==> config.mk <==
export PLATFORM = sky130hd
export DESIGN_NAME = spq_scan
export DESIGN_NICKNAME = d
export VERILOG_FILES = /design/src/sv/spq_pkg.sv /design/src/sv/spq_scan.sv
export SDC_FILE = /design/constraint.sdc
export NUM_CORES = 1
export LEC_CHECK = 0
export CAP_MARGIN = 25
export CORE_ASPECT_RATIO = 0.6
export CORE_MARGIN = 2
export CORE_UTILIZATION = 55
export CTS_CLUSTER_SIZE = 24
export DETAILED_ROUTE_END_ITERATION = 10
export DONT_BUFFER_PORTS = 1
export PLACE_DENSITY_LB_ADDON = 0.15
export SETUP_SLACK_MARGIN = 0.5
export SYNTH_ARGS = -nofsm -noshare
export SYNTH_HDL_FRONTEND = slang
export SYNTH_SLANG_ARGS = --single-unit
==> constraint.sdc <==
create_clock -name clk -period 1.9 [get_ports clk]
set_input_delay 0.19 -clock clk [delete_from_list [all_inputs] [get_ports clk]]
set_output_delay 0.19 -clock clk [all_outputs]
set_load 0.005 [all_outputs]
==> src/sv/spq_pkg.sv <==
// Shared types, sizes and codes for the sorted priority queue.
// No dependencies; every other file refers to this package by scoped names.
`timescale 1ns / 1ps
`default_nettype none
package spq_pkg;

	localparam int DEPTH     = 64;
	localparam int KEY_BITS  = 16;
	localparam int PRIO_BITS = 16;
	localparam int CNT_BITS  = $clog2(DEPTH + 1);
	localparam int LVL       = $clog2(DEPTH);

	typedef logic [KEY_BITS-1:0]  key_t;
	typedef logic [PRIO_BITS-1:0] prio_t;
	typedef logic [CNT_BITS-1:0]  cnt_t;

	typedef enum logic [1:0] {
		OP_INSERT = 2'd0,
		OP_CHANGE = 2'd1,
		OP_POP    = 2'd2,
		OP_QUERY  = 2'd3
	} op_t;

	typedef enum logic [1:0] {
		ST_OK        = 2'd0,
		ST_NOT_FOUND = 2'd1,
		ST_FULL      = 2'd2,
		ST_EMPTY     = 2'd3
	} status_t;

	typedef struct packed {
		key_t  key;
		prio_t prio;
	} entry_t;

	// command broadcast to every cell
	typedef struct packed {
		logic  compare;
		logic  insert;
		logic  remove;
		key_t  key;
		prio_t prio;
	} cell_ctl_t;

	// command for the prefix scan
	typedef struct packed {
		logic fill;
		logic scan;
	} scan_ctl_t;

endpackage
`default_nettype wire

==> src/sv/spq_scan.sv <==
// Registered prefix OR over the per-cell match flags, giving for each cell
// whether a match lies at or before it. Depends on spq_pkg.
`timescale 1ns / 1ps
`default_nettype none
module spq_scan (
	input  wire logic                      clk,
	input  wire logic                      arst_n,
	input  wire spq_pkg::scan_ctl_t        ctl,
	input  wire logic [spq_pkg::DEPTH-1:0] match,
	output logic      [spq_pkg::DEPTH-1:0] pre,
	output logic      [spq_pkg::DEPTH-1:0] first
);

	logic [spq_pkg::DEPTH-1:0] pre_q;
	logic [spq_pkg::DEPTH-1:0] lvl [spq_pkg::LVL+1];

	// log-depth prefix OR, one doubling span per level
	always_comb begin
		lvl[0] = match;
		for (int l = 0; l < spq_pkg::LVL; l++) begin
			lvl[l+1] = lvl[l] | (lvl[l] << (1 << l));
		end
	end

	// hold result; fill marks every cell for removal from the head
	always_ff @(posedge clk or negedge arst_n) begin
		if (!arst_n) begin
			pre_q <= '0;
		end else if (ctl.fill) begin
			pre_q <= '1;
		end else if (ctl.scan) begin
			pre_q <= lvl[spq_pkg::LVL];
		end
	end

	assign pre   = pre_q;
	assign first = pre_q & ~(pre_q << 1);

endmodule
`default_nettype wire
==> results.sh <==
export IMPL_numCtsBuffers=9
export IMPL_netlist_area_um2=3293
export IMPL_clock_sinks=64
export IMPL_synthCells=373
export IMPL_area_growth_pct=28.65
export IMPL_holdWs_ns=-0.4659
export IMPL_largest_register_ffs=64
export IMPL_hold_viol=64
export IMPL_synth_edf_count=0
export IMPL_totalWireLength_mm=10.38
export IMPL_initialDrtViolationCount=197
export IMPL_hold_path_class="input pin to asynchronous set/reset pin"
export IMPL_die_y_um=63.94
export IMPL_cts_tree="done"
export IMPL_power_per_cell_area_nw_per_um2=670.8
export IMPL_syn_num_nets=441
export IMPL_seqCellArea_um2=1602
export IMPL_synthTopCellsByArea="dfrtp_1 (49%), nor2b_1 (13%), nor2_1 (10%), a31oi_1 (4.9%), nor3_1 (3.6%)"
export IMPL_synth_most_common_cell="nor2_1"
export IMPL_fin_crit_ns=1.619
export IMPL_setup_tns_ns=0
export IMPL_grt_ovfl_total=0
export IMPL_drv_cap=0
export IMPL_wl_per_cell_um=20.84
export IMPL_yosys_top_cells_count="nor2_1 (90), nor2b_1 (66), dfrtp_1 (64)"
export IMPL_rows=21
export IMPL_finClkSkew_ns=0
export IMPL_dpl_hpwl_mm=7.310
export IMPL_die_x_um=103.9
export IMPL_min_period_over_period=0.8520
export IMPL_grt_pass1_vias=3103
export IMPL_cts_path_max_buffers=2
export IMPL_synth_distinct_cells=36
export IMPL_finalWeightedCongestion=0.8774
export IMPL_rrSetupSlack_ns=0.97
export IMPL_max_clock_freq_mhz=617.7
export IMPL_grt_max_degree=65
export IMPL_r2r_end="pre[0]$_DFFE_PN0P_"
export IMPL_ios=196
export IMPL_rsz0062_at_grt="true"
export IMPL_grt_usage=0.3159
export IMPL_grt_pass1_wl_mm=16.06
export IMPL_fillers=411
export IMPL_drc=0
export IMPL_worstPathRequired_ns=2.10
export IMPL_crit_type="input pin to flop"
export IMPL_clk_pin_slew_ns=0.07
export IMPL_setup_viol=0
export IMPL_status="finished with violations"
export IMPL_setup_slack_ns=0.2812
export IMPL_rr_worst_depth=2
export IMPL_worstMarginPinSlew_ns=0.5558
export IMPL_antenna_left=0
export IMPL_fp_dieArea_um2=6643
export IMPL_multi_input_area_um2=1903
export IMPL_synthArstFlopShare=1.000
export IMPL_power_mw=2.842
export IMPL_yosysTopAreaCellShare=0.4863
export IMPL_clk_latency_ns=0.34
export IMPL_r2r_start="pre[0]$_DFFE_PN0P_"
export IMPL_syn_area_per_cell_um2=8.829
export IMPL_drive_gt1_frac=0.2297
export IMPL_design_area_um2=4237
export IMPL_ir_drop_mv=0.4129
export IMPL_vias=3054
export IMPL_core_um2=5675
export IMPL_initial_core_util=0.5802
export IMPL_placed_area_um2=3649
export IMPL_cts_max_level=3
export IMPL_cp_arrival_ns=1.82
export IMPL_p_leak_nw=1.402
export IMPL_pre_cts_ws_ns=-0.08933
export IMPL_finalMaxSlewViolations=0
export IMPL_fin_nets=482
export IMPL_antenna_found_initial=0
export IMPL_worst_setup_path_end_kind="flop"
export IMPL_dr_pass1_iters=4
export IMPL_io_buffers=0
export IMPL_seq_area_frac_synth=0.4863
export IMPL_yosysTopAreaCell="dfrtp_1"
export IMPL_synth_seq_cells=64
export IMPL_ys_flop_type="dfrtp_1"
export IMPL_cp_start_kind="input pin"
export IMPL_worst_path_max_fanout=3
export IMPL_cts_root_buf="clkbuf_8"
export IMPL_violations="hold timing"
export IMPL_relSlewSlack=0.6266
export IMPL_diodes=0
export IMPL_ys_warn_count=0
export IMPL_via_per_inst=6.133
-- logic make-up (layout without fill, tap and decap cells) --
kind of cell | after synthesis | in the layout | synth area share
compound gates | 58 | 58 | 0.1071
buf+inv | 19 | 63 | 0.02356
flops | 64 | 64 | 0.4863
simple gates | 232 | 233 | 0.3830
-- critical path, cell delays in order --
cell and delay [ns]:
or3_4 0.38, or4_4 0.45, or4_4 0.46, nor3b_4 0.23, a21oi_1 0.10
-- final cells by class --
| type | instances | share of cell area |
|---|---|---|
| multi-input cells | 291 | 0.4492 |
| inverters | 4 | 0.003544 |
| flip-flops and latches | 64 | 0.3780 |
| repair buffers | 44 | 0.09362 |
| clock inverters | 3 | 0.01536 |
| clock buffers | 12 | 0.03662 |
| well taps | 80 | 0.02363 |
-- worst max-delay path by stage --
stage                    from                  end  cells after the start
finish              match[31]  pre[34]$_DFFE_PN0P_                      5
global route        match[31]  pre[34]$_DFFE_PN0P_                      5
CTS                 match[31]  pre[34]$_DFFE_PN0P_                      5
detailed placement  match[31]  pre[34]$_DFFE_PN0P_                      5
global placement    match[31]  pre[50]$_DFFE_PN0P_                      5
floorplan           match[31]  pre[50]$_DFFE_PN0P_                      5
-- what timing repair did --
item	4_1_cts	5_1_grt
setup buffers	3	6
setup endpoints to repair	35	40
pin swaps	12	14
hold buffers	9	2
endpoints found under the hold margin	74	65
gates cloned	1	0
resized for setup	15	17
-- stage by stage --
stage          std cells  utilization
3_3_place_gp         462       0.6429
2_1_floorplan        373            -
3_5_place_dp         462       0.6429
6_report             498       0.7465
4_1_cts              490       0.7160
5_1_grt              498       0.7465
-- per-layer routing --
layer / share of wire / global-route usage / up-vias
met5: 0 / 0 / -
met4: 0.010 / 0.09797 / 0
met3: 0.082 / 0.09898 / 11
met2: 0.47 / 0.5041 / 145
met1: 0.44 / 0.4176 / 1504
li1: - / - / 1394
-- power breakdown --
part,switching [mW],leakage (nW),total [mW],internal (mW)
logic,0.0843,0.727,0.153,0.0686
registers,0.00538,0.563,1.37,1.37
clock network,0.515,0.112,1.32,0.802
total,0.605,1.40,2.84,2.24
-- layout by cell type (no fill, tap or decap), drive strengths merged --
cell type	count
nor2	90
nor2b	66
dfrtp	64
buf	33
nor3	27
a31oi	26
a21oi	21
clkbuf	12
nor4	12
dlygate4sd3	11
or4	8
or3	8
nand2	6
or2	5
inv	4
o22a	3
o21ai	3
nand4	2
o32a	2
o21a	2
bufinv	2
nand3	2
nor3b	2
nand4b	1
and4b	1
and3	1
or4b	1
nand2b	1
a211o	1
clkinv	1
Power figures use the tool's default switching activity.
