[config.mk]
export PLATFORM = sky130hd
export DESIGN_NAME = spq_cell
export DESIGN_NICKNAME = d
export VERILOG_FILES = /design/src/sv/spq_pkg.sv /design/src/sv/spq_cell.sv
export SDC_FILE = /design/constraint.sdc
export NUM_CORES = 1
export LEC_CHECK = 0
export BUFFER_PORTS_ARGS = -buffer_cell sky130_fd_sc_hd__buf_2
export CORE_MARGIN = 2
export CORE_UTILIZATION = 49
export DETAILED_ROUTE_END_ITERATION = 8
export PLACE_DENSITY = 0.87
export SETUP_SLACK_MARGIN = 0.05
export SLEW_MARGIN = 0
export SYNTH_ARGS = -nofsm -noshare
export SYNTH_HDL_FRONTEND = slang
export SYNTH_SLANG_ARGS = --single-unit
[constraint.sdc]
create_clock -name clk -period 5.05 [get_ports clk]
set_clock_uncertainty 0.2 [all_clocks]
set_input_delay 0 -clock clk [delete_from_list [all_inputs] [get_ports clk]]
set_output_delay 0 -clock clk [all_outputs]
set_load 0.05 [all_outputs]
[src/sv/spq_pkg.sv]
// Shared types, sizes and codes for the sorted priority queue.
// No dependencies; every other file refers to this package by scoped names.
`timescale 1ns / 1ps
`default_nettype none
package spq_pkg;

	localparam int DEPTH     = 64;
	localparam int KEY_BITS  = 16;
	localparam int PRIO_BITS = 16;
	localparam int CNT_BITS  = $clog2(DEPTH + 1);
	localparam int LVL       = $clog2(DEPTH);

	typedef logic [KEY_BITS-1:0]  key_t;
	typedef logic [PRIO_BITS-1:0] prio_t;
	typedef logic [CNT_BITS-1:0]  cnt_t;

	typedef enum logic [1:0] {
		OP_INSERT = 2'd0,
		OP_CHANGE = 2'd1,
		OP_POP    = 2'd2,
		OP_QUERY  = 2'd3
	} op_t;

	typedef enum logic [1:0] {
		ST_OK        = 2'd0,
		ST_NOT_FOUND = 2'd1,
		ST_FULL      = 2'd2,
		ST_EMPTY     = 2'd3
	} status_t;

	typedef struct packed {
		key_t  key;
		prio_t prio;
	} entry_t;

	// command broadcast to every cell
	typedef struct packed {
		logic  compare;
		logic  insert;
		logic  remove;
		key_t  key;
		prio_t prio;
	} cell_ctl_t;

	// command for the prefix scan
	typedef struct packed {
		logic fill;
		logic scan;
	} scan_ctl_t;

endpackage
`default_nettype wire

[src/sv/spq_cell.sv]
// One storage cell of the sorted array: holds an entry, its compare flags,
// and shifts to or from its neighbours. Depends on spq_pkg.
`timescale 1ns / 1ps
`default_nettype none
module spq_cell (
	input  wire logic              clk,
	input  wire logic              arst_n,
	input  wire spq_pkg::cell_ctl_t ctl,
	input  wire logic              valid,
	input  wire logic              pre,
	input  wire spq_pkg::entry_t   left_ent,
	input  wire logic              left_after,
	input  wire spq_pkg::entry_t   right_ent,
	output spq_pkg::entry_t        ent,
	output logic                   after,
	output logic                   match
);

	spq_pkg::entry_t ent_q;
	logic            after_q;
	logic            match_q;
	logic            after_d;

	// entry orders strictly after the command's entry; empty cells always do
	always_comb begin
		if (!valid) begin
			after_d = 1'b1;
		end else if (ent_q.prio != ctl.prio) begin
			after_d = ent_q.prio > ctl.prio;
		end else begin
			after_d = ent_q.key > ctl.key;
		end
	end

	// latch compare flags
	always_ff @(posedge clk or negedge arst_n) begin
		if (!arst_n) begin
			after_q <= 1'b0;
			match_q <= 1'b0;
		end else if (ctl.compare) begin
			after_q <= after_d;
			match_q <= valid && (ent_q.key == ctl.key);
		end
	end

	// shift right on insert, shift left from the removal point onward
	always_ff @(posedge clk) begin
		if (ctl.insert) begin
			if (left_after) begin
				ent_q <= left_ent;
			end else if (after_q) begin
				ent_q.key  <= ctl.key;
				ent_q.prio <= ctl.prio;
			end
		end else if (ctl.remove && pre) begin
			ent_q <= right_ent;
		end
	end

	assign ent   = ent_q;
	assign after = after_q;
	assign match = match_q;

endmodule
`default_nettype wire

==> summary.md, run 1 <==
| Metric | Value |
|---|---|
| Status | `completed` |
| Routed Wire Length | `a little under 9 mm` |
| First-pass DRT Iterations | `4` |
| Vias per Instance | `5.288` |
| Max FO, Critical Path | `3` |
| CTS tree | `done` |
| Hold Vio Cnt, Final | `0` |
| Worst Setup SP | `ent[30]` |
| Diodes inserted | `0` |
| Setup ws final | `2.805 ns` |
| Number of port buffers | `137` |
| Worst flop-to-flop path endpoint | `match` |
| Crit path DAT | `~2.3 ns` |
| Kind of end point of the critical path | `register` |
| Max Cap Violations | `0` |
| Routed length per placed instance | `around 16 µm` |
| Post-CTS sizing | `0` |
| Unrepaired setup endpoints after global routing | `no` |
| # setup viols final | `0` |
| First-pass GRT wire length | `14.18 mm` |
| Initial antenna violation count | `0` |
| Fin nets | `603` |
| Die Ht | `approximately 76 µm` |
| Crit Path Category | `register to register` |
| Ys async rst share | `5.882%` |
| Fmax | `0.4455 GHz` |
| GRT Total Usage | `30.91%` |
| Post-CTS setup buffers | `0` |
| Io pins | `138` |
| Antenna Nets Post-Route | `0` |
| Initial core utilization | `50.39%` |
| CTS root buffer | `clkbuf_8` |
| Max-slew violations | `0` |
| Worst ir drop on vdd | `around 0.16 mV` |
| Reg clk slew, reported paths | `0.08 ns` |
| Crit path capture | `match` |
| Power Density | `229.1 nW/µm²` |
| Layout Cells excl Fill | `roughly 540` |
| Vias | `2845` |
| Total CTS buffers | `5` |
| R2R setup slack | `between 2 and 3 ns` |
| DRT iter0 DRCs | `97` |
| Placed cell count | `about 460` |
| Die area | `5813 µm²` |
| R2R Path Start | `ent[30]` |
| Slew HR | `25.82%` |
| Final GP Congestion | `0.7902` |
| Sequential area share after synthesis | `39.53%` |
| Startpoint types | `register` |
| Yosys reg bits | `34` |
| Area Growth Syn to Fin | `59.30%` |
| Core area | `5075 µm²` |
| Post-Syn Area | `2557 µm²` |
| Pre-CTS setup slack | `around 2.5 ns` |
| Vias in the first global route | `3100` |
| Mapped Avg Cell Area | `9.687 µm²` |
| Register-to-Register Path Depth | `6` |
| Clk buf depth | `2` |
| CP required | `approximately 5 ns` |
| Hold Crit Class | `input pin to register` |
| LEAKAGE | `slightly above 0.002 µW` |
| Most used DFF post-synth | `edfxtp_1` |
| Final min period | `2.245 ns` |
| Worst slew pin tran | `around 1.1 ns` |
| Max H-tree Level | `2` |
| Clock sink count | `34` |
| Synth Warn # | `0` |
| Mapped Cells | `264` |
| GR Overflow Total | `0` |
| Die Wd | `76.25 µm` |
| Share of cells above drive strength 1 | `32.05%` |
| Rows | `26` |
| Largest net degree at the start of global routing | `67` |
| Final period util | `44.45%` |
| DP Wirelength | `4.928 mm` |
| Clk_lat worst skew | `0.30 ns` |
| Syn Nets | `400` |
| Setup TNS | `0 ns` |
| Post-synth EDFFs | `32` |
| Unique cell type count in the Yosys netlist | `31` |
| DRC Markers | `0` |
## final cells by class
type | instances | area, µm²
Multi-Input combinational cell | 185 | 1383
Timing Repair Buffer | 207 | 1384
Inverter | 34 | 127.6
Clock inverter | 2 | 8.758
Clock buffer | 6 | 72.57
Sequential cell | 34 | 1011
Fill cell | 339 | 1001
Tap cell | 70 | 87.58
## state kept, by name (all words and copies together) (netlist names)
name and cells:
ent 32, match 1, after 1
## metal layers
metal  part of all wire (%)  GRT usage (%)  routed length (µm)
met5                      0              0                   0
met4                    3.1          12.91                 273
met3                    6.4          7.109                 567
met2                     55          60.71                4812
met1                     36          30.68                3151
## through the flow
step	power [µW]	area [µm²]	utilization [%]	hold slack [ns]
3_5_place_dp	666.8	3302	65.06	-0.4120
2_1_floorplan	569.3	2557	-	-0.4956
6_report	933.2	4074	80.28	0.1357
5_1_grt	973.8	4074	80.28	0.1812
3_3_place_gp	656.5	3302	65.06	-0.4055
4_1_cts	914.8	4074	80.28	0.1403
## critical path: stages (launching register included)
cell and delay, ns:
edfxtp_1 0.40, ha_1 0.35, nand4_2 0.15, nor4_4 0.35, nand4_1 0.11, o21ai_0 0.07
dlygate4sd3_1 0.56
## timing repair
item                                   in CTS  in global routing
setup endpoints to repair                   0                  0
endpoints found under the hold margin      36                  0
hold buffers                               69                  0
## synth_stat cells, types with 3 or more instances
cell type | count | area share [%]
nand4_1 | 5 | 1.2
inv_1 | 34 | 5.0
mux2i_1 | 32 | 13
nor4_1 | 3 | 0.73
nand3_1 | 5 | 0.98
nor2_1 | 34 | 5.0
a21o_1 | 3 | 0.88
ha_1 | 32 | 16
clkbuf_1 | 3 | 0.44
a21oi_1 | 45 | 8.8
buf_2 | 5 | 0.98
edfxtp_1 | 32 | 38
buf_1 | 3 | 0.44
nand2_1 | 7 | 1.0
## cell usage in the layout (no fill, tap or decap), types with 2 or more instances in the layout
cell,instances
a21o_1,3
nor4_1,3
o21ai_0,2
nand2_1,7
a21oi_1,44
dlygate4sd3_1,69
nor2b_1,2
edfxtp_1,32
nor2_1,34
dfrtp_1,2
mux2i_1,32
nand4_1,5
inv_1,34
o211ai_1,2
buf_2,137
ha_1,32
nand3_1,5
clkbuf_8,5
## power by group
part / internal [µW] / total [µW] / switching (µW) / leakage (µW)
Combinational: 151 / 369 / 218 / 0.00166
Sequential: 343 / 359 / 15.3 / 0.000336
Clock: 95.0 / 206 / 111 / 0.0000426
Total: 589 / 933 / 344 / 0.00204
## worst min-delay path by stage
stage / endpoint / depth (start not counted) / startpoint / slack, ns
2_1_floorplan: after / 0 / arst_n / -0.50
3_3_place_gp: match / 1 / arst_n / -0.41
3_5_place_dp: match / 1 / arst_n / -0.41
4_1_cts: after / 6 / ctl[31] / 0.14
5_1_grt: after / 6 / ctl[31] / 0.18
6_report: after / 6 / ctl[31] / 0.14
## kinds of logic (layout without fill, tap and decap cells)
kind of cell | after synthesis | count (layout) | synth area share [%]
AND/OR/NAND/NOR | 62 | 62 | 12.52
AO/OA/AOI/OAI | 59 | 59 | 12.92
buffers and inverters | 45 | 249 | 6.849
flip-flops | 34 | 34 | 39.53
adder cells (fa/ha/maj) | 32 | 32 | 15.66
multiplexers | 32 | 32 | 12.52
(Power assumes the default switching activity.)
==> inputs of run 2 (changes only) <==
--- a/config.mk
+++ b/config.mk
@@ -7,9 +7,9 @@
 export LEC_CHECK = 0
 export BUFFER_PORTS_ARGS = -buffer_cell sky130_fd_sc_hd__buf_2
 export CORE_MARGIN = 2
-export CORE_UTILIZATION = 49
+export CORE_UTILIZATION = 45
 export DETAILED_ROUTE_END_ITERATION = 8
-export PLACE_DENSITY = 0.87
+export PLACE_DENSITY = 0.8
 export SETUP_SLACK_MARGIN = 0.05
 export SLEW_MARGIN = 0
 export SYNTH_ARGS = -nofsm -noshare
==> constraint.sdc (replaced) <==
create_clock -name clk -period 2.09 [get_ports clk]
set_clock_uncertainty 0.2 [all_clocks]
set_input_delay 0 -clock clk [delete_from_list [all_inputs] [get_ports clk]]
set_output_delay 0 -clock clk [all_outputs]
set_load 0.05 [all_outputs]
==> run 2 against run 1 <==
Net effect:
- sequential share of layout area down 0.89 points
- global-route usage decreased by 4.4 points
- wire length is 8.4% lower
- combinational power rose by 150%
- non-clock buffer count rose by 3
- largest cell class is now multi-input gates
- highest routed layer unchanged
- via count fell by 2.7%
- die area grew 8.4%
- largest power group unchanged
==> summary.md, run 2 (same netlist as run 1, synthesis figures left out) <==
| Metric | Value |
|---|---|
| Core area | `5507 µm² (+8.5%)` |
| Final min period | `1.913 ns (-0.3316 ns)` |
| CP required | `2.05 ns (-3.04 ns)` |
| Fin nets | `606 (+0.50%)` |
| Area Growth Syn to Fin | `65.22%` |
| Kind of end point of the critical path | `register` |
| Diodes inserted | `0 (unchanged)` |
| Final period util | `91.53% (+47 points)` |
| # setup viols final | `0 (unchanged)` |
| DP Wirelength | `5.300 mm (+7.6%)` |
| Slew HR | `70.48% (+45 points)` |
| Hold Vio Cnt, Final | `0 (unchanged)` |
| Startpoint types | `register` |
| Power Density | `549.5 nW/µm² (+140%)` |
| Vias per Instance | `5.099 (-3.6%)` |
| Critical path's largest stage delay | `0.43 ns (-0.13 ns)` |
| Initial antenna violation count | `0 (unchanged)` |
| Commonest non-fill, non-tap cell in the layout | `buf_2` |
| Status | `completed` |
| LEAKAGE | `0.002068 µW (+1.3%)` |
| DRT iter0 DRCs | `134 (+38%)` |
| Die Ht | `79.39 µm (+4.1%)` |
| Post-CTS setup buffers | `0 (unchanged)` |
| Max-slew violations | `0 (unchanged)` |
| Routed Wire Length | `8.066 mm (-8.4%)` |
| CP max-delay cell | `edfxtp_1` |
| Max Used Layer | `met4` |
| Reg clk slew, reported paths | `0.07 ns (about the same)` |
| Max FO, Critical Path | `3 (unchanged)` |
| Clk_lat worst skew | `0.29 ns (about the same)` |
| Vias | `2769 (-2.7%)` |
| Vias in the first global route | `2880 (-7.1%)` |
| Hold Crit Class | `input pin to register` |
| Worst slew pin tran | `0.4428 ns (-0.6674 ns)` |
| Max Cap Violations | `0 (unchanged)` |
| Max reg flops | `32 (unchanged)` |
| GRT Total Usage | `26.51% (-4.4 points)` |
| CTS tree | `done` |
| Hold path depth | `6 (unchanged)` |
| Worst ir drop on vdd | `0.3706 mV (+140%)` |
| Setup TNS | `0 ns (unchanged)` |
| Most frequent cells in the layout | `buf_2, dlygate4sd3_1, a21oi_1, inv_1, nor2_1` |
| Die area | `6302 µm² (+8.4%)` |
| Fmax | `0.5227 GHz (+17%)` |
| Unrepaired setup endpoints after global routing | `no` |
| Final Instance Area | `4225 µm² (+3.7%)` |
| Total CTS buffers | `5 (unchanged)` |
| Crit path DAT | `1.88 ns (-0.40 ns)` |
| Final GP Congestion | `0.8089 (+2.4%)` |
| Die Wd | `79.39 µm (+4.1%)` |
| DRC Markers | `0 (unchanged)` |
| Crit Path Category | `register to register` |
| Met1 wire length | `2.992 mm (-5.0%)` |
| Met3 wire length | `579 µm (+2.1%)` |
| First-pass GRT wire length | `12.94 mm (-8.7%)` |
| Routed length per placed instance | `14.85 µm (-9.2%)` |
| Total power | `2322 µW (+150%)` |
| Max H-tree Level | `2 (unchanged)` |
| Final Core Density | `76.73% (-3.5 points)` |
| Antenna Nets Post-Route | `0 (unchanged)` |
| Share of cells above drive strength 1 | `34.82% (+2.8 points)` |
| Clk buf depth | `2 (unchanged)` |
| Largest net degree at the start of global routing | `25 (-63%)` |
| Clock sink count | `34 (unchanged)` |
| Initial core utilization | `46.44% (-4.0 points)` |
| Placed Area | `3438 µm² (+4.1%)` |
| Met2 wire length | `4.326 mm (-10%)` |
| Rows | `27 (+3.8%)` |
| Io pins | `138 (unchanged)` |
| Sequence of cells on the critical path | `ha_4 -> a21oi_2 -> nand2_1 -> a211o_1 -> nor4_1 -> o22ai_1` |
| First-pass DRT Iterations | `5 (+1)` |
| Register-to-Register Path Depth | `6 (unchanged)` |
| Number of port buffers | `137 (unchanged)` |
| Worst hold margin | `0.1034 ns (-0.03230 ns)` |
| CTS root buffer | `clkbuf_8` |
| GR Overflow Total | `0 (unchanged)` |
[run 2: power by group]
part           switching (µW)  leakage (µW)  total [µW]  internal (µW)
clock network             243     0.0000519         539            296
registers                38.2      0.000336         867            829
logic                     524       0.00168         916            392
[run 2: layer usage]
| metal | vias to the layer above | GRT usage (%) |
|---|---|---|
| li1 | 1362 | - |
| met1 | 1252 | 27.90 |
| met2 | 139 | 51.53 |
| met3 | 16 | 5.769 |
| met4 | 0 | 8.966 |
| met5 | - | 0 |
[run 2: cell type report]
class / instances / area [µm²]
Sequential cell: 34 / 1011
Timing Repair Buffer: 210 / 1416
Tap cell: 72 / 90.09
Fill cell: 371 / 1281
Clock buffer: 7 / 96.34
Clock inverter: 1 / 3.754
Multi-Input combinational cell: 185 / 1480
Inverter: 34 / 127.6
[run 2: metrics by stage]
stage                     instances  setup WS, ns
after floorplan                 264       0.04854
after global placement          467        0.1941
after detailed placement        467        0.1540
after CTS                       543        0.1415
after global routing            543       0.07227
final                           543        0.1770
[run 2: worst paths after layout]
kind | slack (ns) | end | startpoint
max | 0.18 | after | ent[14]
min | 0.10 | after | ctl[15]
max reg2reg | 0.18 | after | ent[14]
min reg2reg | 0.32 | match | match
max in group asynchronous | 1.15 | match | arst_n
min in group asynchronous | 0.41 | after | arst_n
[run 2: repair_timing]
action,in CTS,in global routing
hold buffers,68,0
setup endpoints to repair,0,1
endpoints found under the hold margin,36,0
gates resized for setup,0,1
[run 2: critical path, delay by kind of cell (launching register included)]
| family | cells | cell delay [ns] |
|---|---|---|
| AND/OR/NAND/NOR | 2 | 0.40 |
| adder cells (fa/ha/maj) | 1 | 0.27 |
| AO/OA/AOI/OAI | 3 | 0.50 |
| flip-flops | 1 | 0.43 |
